<file path="src/design/qse_pkg.sv">
package qse_pkg;
   localparam int ITEMS = 64;
   localparam int IDX_W = $clog2(ITEMS);
   localparam int CNT_W = IDX_W + 1;
   localparam int VAL_W = 32;
   localparam int STK_W = 2 * IDX_W;
   localparam int STK_DEPTH = ITEMS;

   typedef struct packed {
      logic signed [VAL_W-1:0] value;
      logic last;
   } req_word_type;

   typedef struct packed {
      logic signed [VAL_W-1:0] sorted_value;
      logic end_of_batch;
      logic overflow;
   } rsp_word_type;

   function automatic logic le_signed(logic signed [VAL_W-1:0] a,
                                      logic signed [VAL_W-1:0] b);
      return a <= b;
   endfunction
endpackage

</file>
<file path="src/design/qse_stream_if.sv">
interface qse_req_if;
   logic valid;
   logic ready;
   qse_pkg::req_word_type data;
   modport source (output valid, output data, input ready);
   modport sink (input valid, input data, output ready);
endinterface

interface qse_rsp_if;
   logic valid;
   logic ready;
   qse_pkg::rsp_word_type data;
   modport source (output valid, output data, input ready);
   modport sink (input valid, input data, output ready);
endinterface

</file>
<file path="src/design/quicksort_engine_unit.sv">
// Load accepts words until the one marked last; the sort then reads element memory for
// each comparison, writes it twice per swap, partitions each range it can split and skips
// ranges too short to split; the batch then streams out, each word held until it is taken.
// One batch at a time; one element memory read per comparison sets the pace.
// Reset: synchronous, active high; clears the word count, flags, stack pointer and FSM.
module quicksort_engine_unit (
   input logic clock,
   input logic reset,
   qse_req_if.sink req,
   qse_rsp_if.source rsp
);
   localparam int IW = qse_pkg::IDX_W;
   localparam int CW = qse_pkg::CNT_W;
   localparam int VW = qse_pkg::VAL_W;
   localparam int SW = qse_pkg::STK_W;

   typedef enum logic [4:0] {
      S_LOAD, S_POP, S_POPW, S_RANGE, S_PIVW, S_PIV,
      S_IRD, S_IW, S_IT, S_JRD, S_JW, S_JT,
      S_SW1, S_SW2, S_SW3, S_FRD, S_FW, S_FIN,
      S_PUSH2, S_ORD, S_OW, S_OUT
   } state_type;

   state_type state_ff;
   logic [CW-1:0] count_ff;
   logic drop_ff;
   logic [CW-1:0] sp_ff;
   logic [IW-1:0] lo_ff, hi_ff, i_ff, j_ff, k_ff;
   logic signed [VW-1:0] pivot_ff, ival_ff, tmp_ff;
   logic first_ff;
   logic rsp_valid_ff;
   qse_pkg::rsp_word_type rsp_ff;

   logic e_we;
   logic [IW-1:0] e_wa, e_ra;
   logic [VW-1:0] e_wd, e_rd;
   logic s_we;
   logic [IW-1:0] s_wa, s_ra;
   logic [SW-1:0] s_wd, s_rd;
   logic signed [VW-1:0] e_val;

   assign e_val = e_rd;

   qse_ram #(.WIDTH(VW), .DEPTH(qse_pkg::ITEMS)) u_elem (
      .clock, .wr_en(e_we), .wr_addr(e_wa), .wr_data(e_wd),
      .rd_addr(e_ra), .rd_data(e_rd));
   qse_ram #(.WIDTH(SW), .DEPTH(qse_pkg::STK_DEPTH)) u_stack (
      .clock, .wr_en(s_we), .wr_addr(s_wa), .wr_data(s_wd),
      .rd_addr(s_ra), .rd_data(s_rd));

   assign req.ready = (state_ff == S_LOAD);
   assign rsp.valid = rsp_valid_ff;
   assign rsp.data  = rsp_ff;

   logic accept;
   assign accept = req.valid && req.ready;

   always_comb begin
      e_we = 1'b0;
      e_wa = i_ff;
      e_wd = ival_ff;
      e_ra = i_ff;
      s_we = 1'b0;
      s_wa = sp_ff[IW-1:0];
      s_wd = {lo_ff, hi_ff};
      s_ra = IW'(sp_ff - CW'(1));
      unique case (state_ff)
         S_LOAD: begin
            e_we = accept && (count_ff < CW'(qse_pkg::ITEMS));
            e_wa = count_ff[IW-1:0];
            e_wd = req.data.value;
         end
         S_POP: s_ra = IW'(sp_ff - CW'(1));
         S_RANGE, S_PIVW: e_ra = lo_ff;
         S_IRD: e_ra = i_ff;
         S_JRD, S_JW: e_ra = j_ff;
         S_SW1: begin
            e_we = 1'b1; e_wa = i_ff; e_wd = tmp_ff;
         end
         S_SW2: begin
            e_we = 1'b1; e_wa = j_ff; e_wd = ival_ff;
         end
         S_FRD: e_ra = j_ff;
         S_FW: begin
            e_we = 1'b1; e_wa = lo_ff; e_wd = e_rd;
         end
         S_FIN: begin
            e_we = 1'b1; e_wa = j_ff; e_wd = pivot_ff;
            s_we = (j_ff > lo_ff + IW'(1)) && (sp_ff < CW'(qse_pkg::STK_DEPTH));
            s_wd = {lo_ff, IW'(j_ff - IW'(1))};
         end
         S_PUSH2: begin
            s_we = (first_ff || (CW'(j_ff) + CW'(1) < CW'(hi_ff)))
                   && (sp_ff < CW'(qse_pkg::STK_DEPTH));
            s_wd = first_ff ? {lo_ff, hi_ff} : {IW'(j_ff + IW'(1)), hi_ff};
         end
         S_ORD: e_ra = k_ff;
         S_OUT: e_ra = k_ff;
         default: ;
      endcase
   end

   always_ff @(posedge clock) begin
      if (reset) begin
         state_ff <= S_LOAD;
         count_ff <= '0;
         drop_ff <= 1'b0;
         sp_ff <= '0;
         first_ff <= 1'b0;
         rsp_valid_ff <= 1'b0;
      end else begin
         unique case (state_ff)
            S_LOAD: if (accept) begin
               if (count_ff < CW'(qse_pkg::ITEMS)) count_ff <= count_ff + CW'(1);
               else drop_ff <= 1'b1;
               if (req.data.last) begin
                  sp_ff <= '0;
                  k_ff <= '0;
                  if (count_ff == '0) begin
                     state_ff <= S_ORD;
                  end else if (count_ff < CW'(qse_pkg::ITEMS)) begin
                     lo_ff <= '0; hi_ff <= count_ff[IW-1:0];
                     state_ff <= (count_ff >= CW'(1)) ? S_PUSH2 : S_ORD;
                     first_ff <= 1'b1;
                  end else begin
                     lo_ff <= '0; hi_ff <= IW'(qse_pkg::ITEMS - 1);
                     first_ff <= 1'b1;
                     state_ff <= S_PUSH2;
                  end
               end
            end
            S_PUSH2: begin
               if (s_we)
                  sp_ff <= sp_ff + CW'(1);
               first_ff <= 1'b0;
               state_ff <= S_POP;
            end
            S_POP: begin
               if (sp_ff == '0) begin
                  k_ff <= '0;
                  state_ff <= S_ORD;
               end else begin
                  sp_ff <= sp_ff - CW'(1);
                  state_ff <= S_POPW;
               end
            end
            S_POPW: begin
               lo_ff <= s_rd[SW-1:IW];
               hi_ff <= s_rd[IW-1:0];
               state_ff <= S_RANGE;
            end
            S_RANGE: begin
               if (lo_ff >= hi_ff) state_ff <= S_POP;
               else begin
                  i_ff <= lo_ff + IW'(1);
                  j_ff <= hi_ff;
                  state_ff <= S_PIVW;
               end
            end
            S_PIVW: state_ff <= S_PIV;
            S_PIV: begin
               pivot_ff <= e_val;
               state_ff <= S_IRD;
            end
            S_IRD: state_ff <= S_IW;
            S_IW: state_ff <= S_IT;
            S_IT: begin
               if (i_ff < hi_ff && qse_pkg::le_signed(e_val, pivot_ff)) begin
                  i_ff <= i_ff + IW'(1);
                  state_ff <= S_IRD;
               end else begin
                  ival_ff <= e_val;
                  state_ff <= S_JRD;
               end
            end
            S_JRD: state_ff <= S_JW;
            S_JW: state_ff <= S_JT;
            S_JT: begin
               if (j_ff > lo_ff && !qse_pkg::le_signed(e_val, pivot_ff)) begin
                  j_ff <= j_ff - IW'(1);
                  state_ff <= S_JRD;
               end else if (i_ff < j_ff) begin
                  tmp_ff <= e_val;
                  state_ff <= S_SW1;
               end else begin
                  state_ff <= S_FRD;
               end
            end
            S_SW1: state_ff <= S_SW2;
            S_SW2: begin
               i_ff <= i_ff + IW'(1);
               j_ff <= j_ff - IW'(1);
               state_ff <= S_IRD;
            end
            S_FRD: state_ff <= S_FW;
            S_FW: state_ff <= S_FIN;
            S_FIN: begin
               if (j_ff > lo_ff + IW'(1) && sp_ff < CW'(qse_pkg::STK_DEPTH))
                  sp_ff <= sp_ff + CW'(1);
               state_ff <= S_PUSH2;
            end
            S_ORD: begin
               if (count_ff == '0) begin
                  drop_ff <= 1'b0;
                  state_ff <= S_LOAD;
               end else state_ff <= S_OW;
            end
            S_OW: begin
               rsp_valid_ff <= 1'b1;
               rsp_ff.sorted_value <= e_val;
               rsp_ff.end_of_batch <= (CW'(k_ff) + CW'(1) == count_ff);
               rsp_ff.overflow <= drop_ff;
               k_ff <= k_ff + IW'(1);
               state_ff <= S_OUT;
            end
            S_OUT: if (rsp.ready) begin
               rsp_valid_ff <= 1'b0;
               if (rsp_ff.end_of_batch) begin
                  count_ff <= '0;
                  drop_ff <= 1'b0;
                  sp_ff <= '0;
                  state_ff <= S_LOAD;
               end else state_ff <= S_OW;
            end
            default: state_ff <= S_LOAD;
         endcase
      end
   end

`ifndef SYNTHESIS
   a_no_accept_busy: assert property (@(posedge clock) disable iff (reset)
      (state_ff != S_LOAD) |-> !req.ready) else $error("ready while busy");
   a_count_bound: assert property (@(posedge clock) disable iff (reset)
      count_ff <= CW'(qse_pkg::ITEMS)) else $error("count overrun");
   a_rsp_hold: assert property (@(posedge clock) disable iff (reset)
      (rsp.valid && !rsp.ready) |=> rsp.valid) else $error("rsp dropped");
`endif
endmodule

</file>
<file path="src/design/qse_ram.sv">
module qse_ram #(
   parameter int WIDTH = 32,
   parameter int DEPTH = 64
) (
   input  logic                     clock,
   input  logic                     wr_en,
   input  logic [$clog2(DEPTH)-1:0] wr_addr,
   input  logic [WIDTH-1:0]         wr_data,
   input  logic [$clog2(DEPTH)-1:0] rd_addr,
   output logic [WIDTH-1:0]         rd_data
);
   logic [WIDTH-1:0] mem_ff [DEPTH];

   always_ff @(posedge clock) begin
      if (wr_en) begin
         mem_ff[wr_addr] <= wr_data;
      end
      rd_data <= mem_ff[rd_addr];
   end
endmodule
</file>
<file path="src/flat_wrapper.sv">
// flat-port wrapper written by rule: the top's interface ports become plain ports
module quicksort_engine_unit_flat 
  (clock, reset, req_valid, req_data, req_ready, rsp_valid, rsp_data, rsp_ready);
  qse_req_if req_i ();
  qse_rsp_if rsp_i ();
  input logic clock;
  input logic reset;
  input wire logic [$bits(req_i.valid)-1:0] req_valid;
  input wire logic [$bits(req_i.data)-1:0] req_data;
  output wire logic [$bits(req_i.ready)-1:0] req_ready;
  output wire logic [$bits(rsp_i.valid)-1:0] rsp_valid;
  output wire logic [$bits(rsp_i.data)-1:0] rsp_data;
  input wire logic [$bits(rsp_i.ready)-1:0] rsp_ready;
  assign req_i.valid = req_valid;
  assign req_i.data = req_data;
  assign req_ready = req_i.ready;
  assign rsp_valid = rsp_i.valid;
  assign rsp_data = rsp_i.data;
  assign rsp_i.ready = rsp_ready;
  quicksort_engine_unit u_core (.clock(clock), .reset(reset), .req(req_i), .rsp(rsp_i));
endmodule
</file>
<file path="config.mk">
export PLATFORM = sky130hd
export DESIGN_NAME = quicksort_engine_unit_flat
export DESIGN_NICKNAME = d
export VERILOG_FILES = /design/src/design/qse_pkg.sv /design/src/design/qse_stream_if.sv /design/src/design/quicksort_engine_unit.sv /design/src/design/qse_ram.sv /design/src/flat_wrapper.sv
export SDC_FILE = /design/constraint.sdc
export NUM_CORES = 2
export LEC_CHECK = 0
export BUFFER_PORTS_ARGS = -buffer_cell sky130_fd_sc_hd__buf_2
export CAP_MARGIN = 10
export CORE_AREA = 2 2 550 552
export DETAILED_ROUTE_END_ITERATION = 7
export DIE_AREA = 0 0 552 554
export PLACE_DENSITY = 0.6
export SLEW_MARGIN = 25
export SYNTH_ARGS = -nofsm -noshare
export SYNTH_HDL_FRONTEND = slang
export SYNTH_HIERARCHICAL = 1
export SYNTH_SLANG_ARGS = --single-unit
</file>
<file path="constraint.sdc">
create_clock -name clock -period 8.6 [get_ports clock]
set_input_delay 0.86 -clock clock [delete_from_list [all_inputs] [get_ports clock]]
set_output_delay 0.86 -clock clock [all_outputs]
set_load 0.02 [all_outputs]
</file>
# Word-level counts from Yosys, hierarchy flattened
# Memories as Yosys holds them, arrays and structs flattened. A register that Yosys moved wholly into a read port is not among the register bits.
# Index checks and enable logic that the tools add are counted.
# W data, S select, Z words.
dict set report totals {
  reg_bits 182
  latchBits 0
  mem_bits_rw 2816
  romBits 0
  inputBits 37
  out_inout_bits 36
  n_memories 2
}
dict set report op_classes {
  n_addsub 10
  n_mul 0
  div 0
  n_lt_le_gt_ge 10
  n_eq_ne 36
  n_shift 0
  n_mux 67
  n_bitwise 3
  reduce_logical 40
}
# memory words word_bits rd rd_clocked_by_memory_dff write_ports line_no
set memory_table {}
lappend memory_table {u_core.u_elem.mem_ff 64 32 1 1 1 qse_ram.sv:12} ;# logic [WIDTH-1:0] mem_ff [DEPTH];
lappend memory_table {u_core.u_stack.mem_ff 64 12 1 1 1 qse_ram.sv:12}
# cell count
set ops {}
lappend ops {{$pmux W32 S4} 1}
lappend ops {{$pmux W5 S20} 1}
lappend ops {{$pmux W6 S3} 5}
lappend ops {{$mux W6} 14}
lappend ops {{$mux W7} 9}
lappend ops {{$mux W5} 9}
lappend ops {{$eq A5 B4 Y1 const B} 7}
lappend ops {{$pmux W7 S5} 1}
lappend ops {{$le A32 B32 Y1} 1}
lappend ops {{$eq A5 B5 Y1 const B} 6}
lappend ops {{$add A6 B1 Y6 const B} 4}
lappend ops {{$pmux W12 S2} 1}
lappend ops {{$pmux W6 S2} 2}
lappend ops {{$eq A5 B3 Y1 const B} 4}
lappend ops {{$ne A2 B2 Y1 const B} 8}
lappend ops {{$reduce_and A4 Y1} 4}
lappend ops {{$reduce_and A5 Y1} 3}
lappend ops {{$add A6 B1 Y7 const B} 2}
lappend ops {{$add A7 B1 Y7 const B} 2}
lappend ops {{$logic_not A7 Y1} 2}
lappend ops {{$lt A7 B7 Y1 const B} 2}
lappend ops {{$mux W1} 14}
lappend ops {{$ne A2 B1 Y1 const B} 7}
lappend ops {{$pmux W7 S2} 1}
lappend ops {{other kinds (31)} 56}

# Depth between registers and ports, before layout
dict set report logic_depth {
  ltp_word 7
  mapped_depth 18
  depth_no_buf 12
}

# Cells and area by module
# Netlist, hierarchy kept.
# module n_inst cells_each area_each_um2 seq_area_each_um2
set by_module_without_submodules {}
lappend by_module_without_submodules {{qse_ram at u_core.u_elem} 1 3511 79039.6 62139.6}
lappend by_module_without_submodules {{qse_ram at u_core.u_stack} 1 1339 29851.1 23302.3}
lappend by_module_without_submodules {quicksort_engine_unit 1 1001 10387.5 5245.0}

# Worst setup path before layout
# No wires, ideal clock.
dict set report synth_timing {
  path_kind {register to register}
  from {reg u_core.state_ff[0]}
  to {mem u_core.u_elem.mem_ff[28][0], enable pin}
  t_arrival_ps 4098
  required_ps 8179
  setup_slack_ps 4081
  path_stages_with_launch 12
  path_buffers 4
  path_cell_list {dfxtp_1 clkbuf_1 clkbuf_1 nand3_1 a21o_1 a222oi_1 nand2_1 clkbuf_1 or3b_2 or2_2 clkbuf_1 nor2_1}
}
dict set report synth_between {
  word_cells_on_any_way 13
}
# item line_no
set synth_rtl {}
lappend synth_rtl {{start, declared} quicksort_engine_unit.sv:24} ;# state_type state_ff;
lappend synth_rtl {{start signal, assigned} quicksort_engine_unit.sv:123} ;# state_ff <= (count_ff >= CW'(1)) ? S_PUSH2 : S_ORD;
lappend synth_rtl {{$eq A5 B4 Y1 or $eq A5 B5 Y1 (tied branches)} quicksort_engine_unit.sv:67} ;# unique case (state_ff)
lappend synth_rtl {{$reduce_or A2 Y1 (no source line)} --}
lappend synth_rtl {{$pmux W6 S3 *} quicksort_engine_unit.sv:67}
lappend synth_rtl {{net u_core.e_wa[1]} quicksort_engine_unit.sv:35} ;# logic [IW-1:0] e_wa, e_ra;
lappend synth_rtl {{end, declared} qse_ram.sv:12}
# Mark *: on every way through the listed nets, which the timed path passes. The rest lies on a longest branch.

# Worst setup path after layout
dict set report layout_timing {
  from {reg u_core.state_ff[2]}
  to {reg u_core.u_elem.rd_data[31], read port of u_core.u_elem.mem_ff}
}
dict set report layout_between {
  elab_chain_len 3
  word_cells_on_any_way 11
}
# item line_no
set layout_lines {}
lappend layout_lines {{$eq A5 B4 Y1, or another cell as far along} quicksort_engine_unit.sv:67}
lappend layout_lines {{$reduce_or A3 Y1 (no source line), or another cell as far along} --}
lappend layout_lines {{$pmux W6 S3 *} quicksort_engine_unit.sv:67}
lappend layout_lines {{net u_core.e_ra[1]} quicksort_engine_unit.sv:35}
lappend layout_lines {{end, declared} qse_ram.sv:10} ;# output logic [WIDTH-1:0] rd_data
# Marks and branches as above.
# A chain may end at the register's enable or synchronous reset.

==> flow_summary.yaml <==
run_status:
  outcome: "complete, no violations"
worst_setup_path:
  rrSetupSlack_ps: 2770
  critPathRequiredTime_ps: 9420
  critPathLaunchType: "flip-flop"
  critPathTopFamily: "simple AND/OR/NAND/NOR gates"
  path_cells: "nor2b_1 > a21oi_1 > nor3_1 > a222oi_1 > mux2i_4 > buf_12 > nand2_1 > o22ai_1 > a2111oi_0 > nor3_1 > o211a_1"
  crit_top_cell: "nor3_1"
  worstReg2RegEnd: "u_core/u_elem/rd_data[31]"
  crit_fanout: 61
  cp.arrival_ps: 6650
  critPathCaptureType: "flip-flop"
  slowest_delay_ps: 950
  critPathBufInv: 1
  rr_startpoint: "u_core/state_ff[2]"
  critPathSlowestCell: "dfxtp_1"
  critical_path_class: "flip-flop to flip-flop"
  reg2reg_depth: 11
floorplan:
  row_count: 201
  ioPinCount: 73
  core_area_um2: 299000
  start_util: 0.399
  die_w_um: 552
  die_y_um: 554
  dieArea_um2: 306000
flow_run:
  drv_cap: 0
sta:
  finClkSkew_ps: 106
  slew_violations: 0
  worstMarginPinSlew_ps: 1070
  rsz0062_at_grt: "false"
  relSlewSlack: 0.283
  setup_viol: 0
  timing.final.crit_period_ps: 5830
  finalSetupTns_ps: 0
  hold_viol: 0
  post-route-period-util: 0.678
  layout_setup_ws_ps: 2770
  fmax_mhz: 171
worst_hold_path:
  hp-class: "flip-flop to flip-flop"
  min-delay-start: "u_core/drop_ff"
  min_path_cells: 0
  whs_endpoint: "u_core/rsp.data[0]"
cts:
  h-tree-depth: 5
  cts_resized: 0
  cts_root_buffer: "clkbuf_16"
  ctsLongestPathBuffers: 4
  clkSinkCount: 3042
  cts-hold-fix-buffers: 0
  clk_latency_ps: 930
  cts_made_buffers: 318
  post_cts_buffers: 0
  clk_pin_slew_worst_paths_ps: 60
  tritoncts: "done"
finish:
  syn2layout_area_growth_pct: 14.1
  layout.nets: 6261
  fillers: 25000
  post-route-util: 0.455
  fin_area_um2: 136000
  final_cells: 10400
  drive_gt1_frac: 0.248
global_route:
  antenna_found_initial: 15
  grt_pass1_vias: 60500
  grt_overflow: 0
  grt_first_pass_wirelength_um: 446000
  grt_max_degree: 95
  grt_usage: 0.201
drt:
  ant_nets: 0
  drc_errors: 0
  first_iter_violations: 7597
  routed_wl_um: 313000
  dr.pass1.iters: 7
  wire_per_inst_um: 30.2
  vias_per_cell: 5.84
  num_vias: 60600
logic_synthesis:
  synth-seq-cells: 3042
  yosysSeqAreaShare: 0.760
  synth.net_count: 5964
  synth_cell_types: 89
  ys.flop_type: "edfxtp_1"
  synthArstFlopShare: 0
  synth_edf_count: 2976
  synthesis.area_um2: 119000
  yosysTopAreaCell: "edfxtp_1"
  synth_cells: 5851
  yosys_warnings: 6
  yosysTopAreaCellShare: 0.749
  syn_avg_cell_area_um2: 20.4
  synth.area.top_cells: "edfxtp_1, mux4_2, mux2i_1"
placed_design:
  numPortBuffers: 72
  gp_congestion: 0.838
  preCtsSetupSlack_ps: 2930
  dp_hpwl_um: 178000
  placed_area_um2: 126000
  placed_cells: 9784
power:
  peakVddDrop_v: 0.000244
  leakagePower_nw: 43.4
  cellPowerDensity_nw_per_um2: 329
-- cell families after synthesis --
| family | Yosys count | share of synthesized area |
|---|---|---|
| AOI/OAI and AO/OA | 714 | 0.0427 |
| xor gates and xnor gates | 35 | 0.00257 |
| adders and majority gates | 76 | 0.00797 |
| buffers and inverters | 397 | 0.0183 |
| DFF | 3042 | 0.760 |
| muxes | 862 | 0.139 |
| and+or+nand+nor | 725 | 0.0289 |
-- layer usage --
| layer | up-vias | wire, um | track usage |
|---|---|---|---|
| li1 | 25000 | - | - |
| met1 | 32600 | 127000 | 0.278 |
| met2 | 2537 | 155000 | 0.336 |
| met3 | 436 | 22200 | 0.0259 |
| met4 | 0 | 8670 | 0.0556 |
| met5 | - | 0 | 0 |
-- worst max path at each step --
stage                                  start                          end  slack, ps  depth (start not counted)
final                     u_core/state_ff[2]    u_core/u_elem/rd_data[31]       2770                         11
after global routing      u_core/state_ff[2]    u_core/u_elem/rd_data[31]       2540                         12
after CTS                 u_core/state_ff[2]    u_core/u_elem/rd_data[31]       2930                         12
after detailed placement  u_core/state_ff[2]    u_core/u_elem/rd_data[31]       2930                         12
after global placement    u_core/state_ff[2]     u_core/u_elem/rd_data[3]       2910                         13
after floorplan           u_core/state_ff[0]  u_core/u_elem/mem_ff[28][0]       4080                         11
-- cell type report --
cell class | instances | area (um2) | share of cell area
diodes | 8 | 20.0 | 0.000147
clock buffers | 402 | 8540 | 0.0627
clock inverters | 173 | 1780 | 0.0131
inverters | 71 | 279 | 0.00205
multi-input cells | 2412 | 27500 | 0.202
flip-flops and latches | 3042 | 90700 | 0.666
well taps | 3958 | 4950 | 0.0364
repair buffers | 303 | 2320 | 0.0171
-- placed cells by master, fill, tap and decap left out, drive strengths merged, types with 10 or more instances in the layout --
cell type | netlist | layout
mux2i | 216 | 216
a311o | 13 | 13
xnor2 | 23 | 23
edfxtp | 2976 | 2976
buf | 180 | 303
mux4 | 638 | 638
clkinv | 1 | 133
a31oi | 33 | 33
a211oi | 41 | 41
nor2b | 40 | 40
or2 | 13 | 13
xor2 | 12 | 12
a211o | 10 | 10
a21oi | 94 | 94
ha | 76 | 76
o22ai | 68 | 68
a21o | 16 | 16
o21ai | 78 | 78
bufinv | 0 | 26
o221ai | 32 | 32
nand2 | 163 | 163
nand4 | 18 | 18
a22oi | 200 | 200
nor3 | 38 | 38
dfxtp | 66 | 66
nand3 | 122 | 122
o211ai | 17 | 17
and3 | 16 | 16
inv | 70 | 79
and2 | 12 | 12
nor2 | 227 | 227
o22a | 16 | 16
a222oi | 12 | 12
a22o | 20 | 20
nand2b | 36 | 36
clkbuf | 146 | 402
-- report_power, final --
group | internal [W] | leakage [nW] | switching, W | total, W
sequential | 0.0195 | 27.4 | 0.000520 | 0.0200
clock | 0.00786 | 5.05 | 0.00572 | 0.0136
combinational | 0.00334 | 11.0 | 0.00783 | 0.0112
-- worst register-to-register path: stages, from the launching register on --
cell and delay (ps):
dfxtp_1 950, nor2b_1 420, a21oi_1 140, nor3_1 630
a222oi_1 250, mux2i_4 500, buf_12 430, nand2_1 890
o22ai_1 370, a2111oi_0 110, nor3_1 820, o211a_1 280
-- cell usage after synthesis (all sizes together), types with 23 or more instances --
cell / number
dfxtp: 66
edfxtp: 2976
nor3: 38
a211oi: 41
mux2i: 216
ha: 76
mux4: 638
o22ai: 68
buf: 180
inv: 70
xnor2: 23
clkbuf: 146
o21ai: 78
nor2b: 40
nand2b: 36
nor2: 227
a22oi: 200
a21oi: 94
nand2: 163
nand3: 122
a31oi: 33
o221ai: 32
-- state kept, by name (all words and copies together), names as in the netlist, 12 cells and up --
name	cells
u_core/u_stack/mem_ff	768
u_core/u_stack/rd_data	12
u_core/rsp.data	34
u_core/ival_ff	32
u_core/u_elem/mem_ff	2048
u_core/u_elem/rd_data	32
u_core/tmp_ff	32
u_core/pivot_ff	32
-- through the flow --
step / hold slack (ps) / total power, W
2_1_floorplan: 402 / 0.0269
3_3_place_gp: 424 / 0.0312
3_5_place_dp: 423 / 0.0315
4_1_cts: 374 / 0.0450
5_1_grt: 416 / 0.0463
6_report: 438 / 0.0448
(Power assumes the default switching activity.)
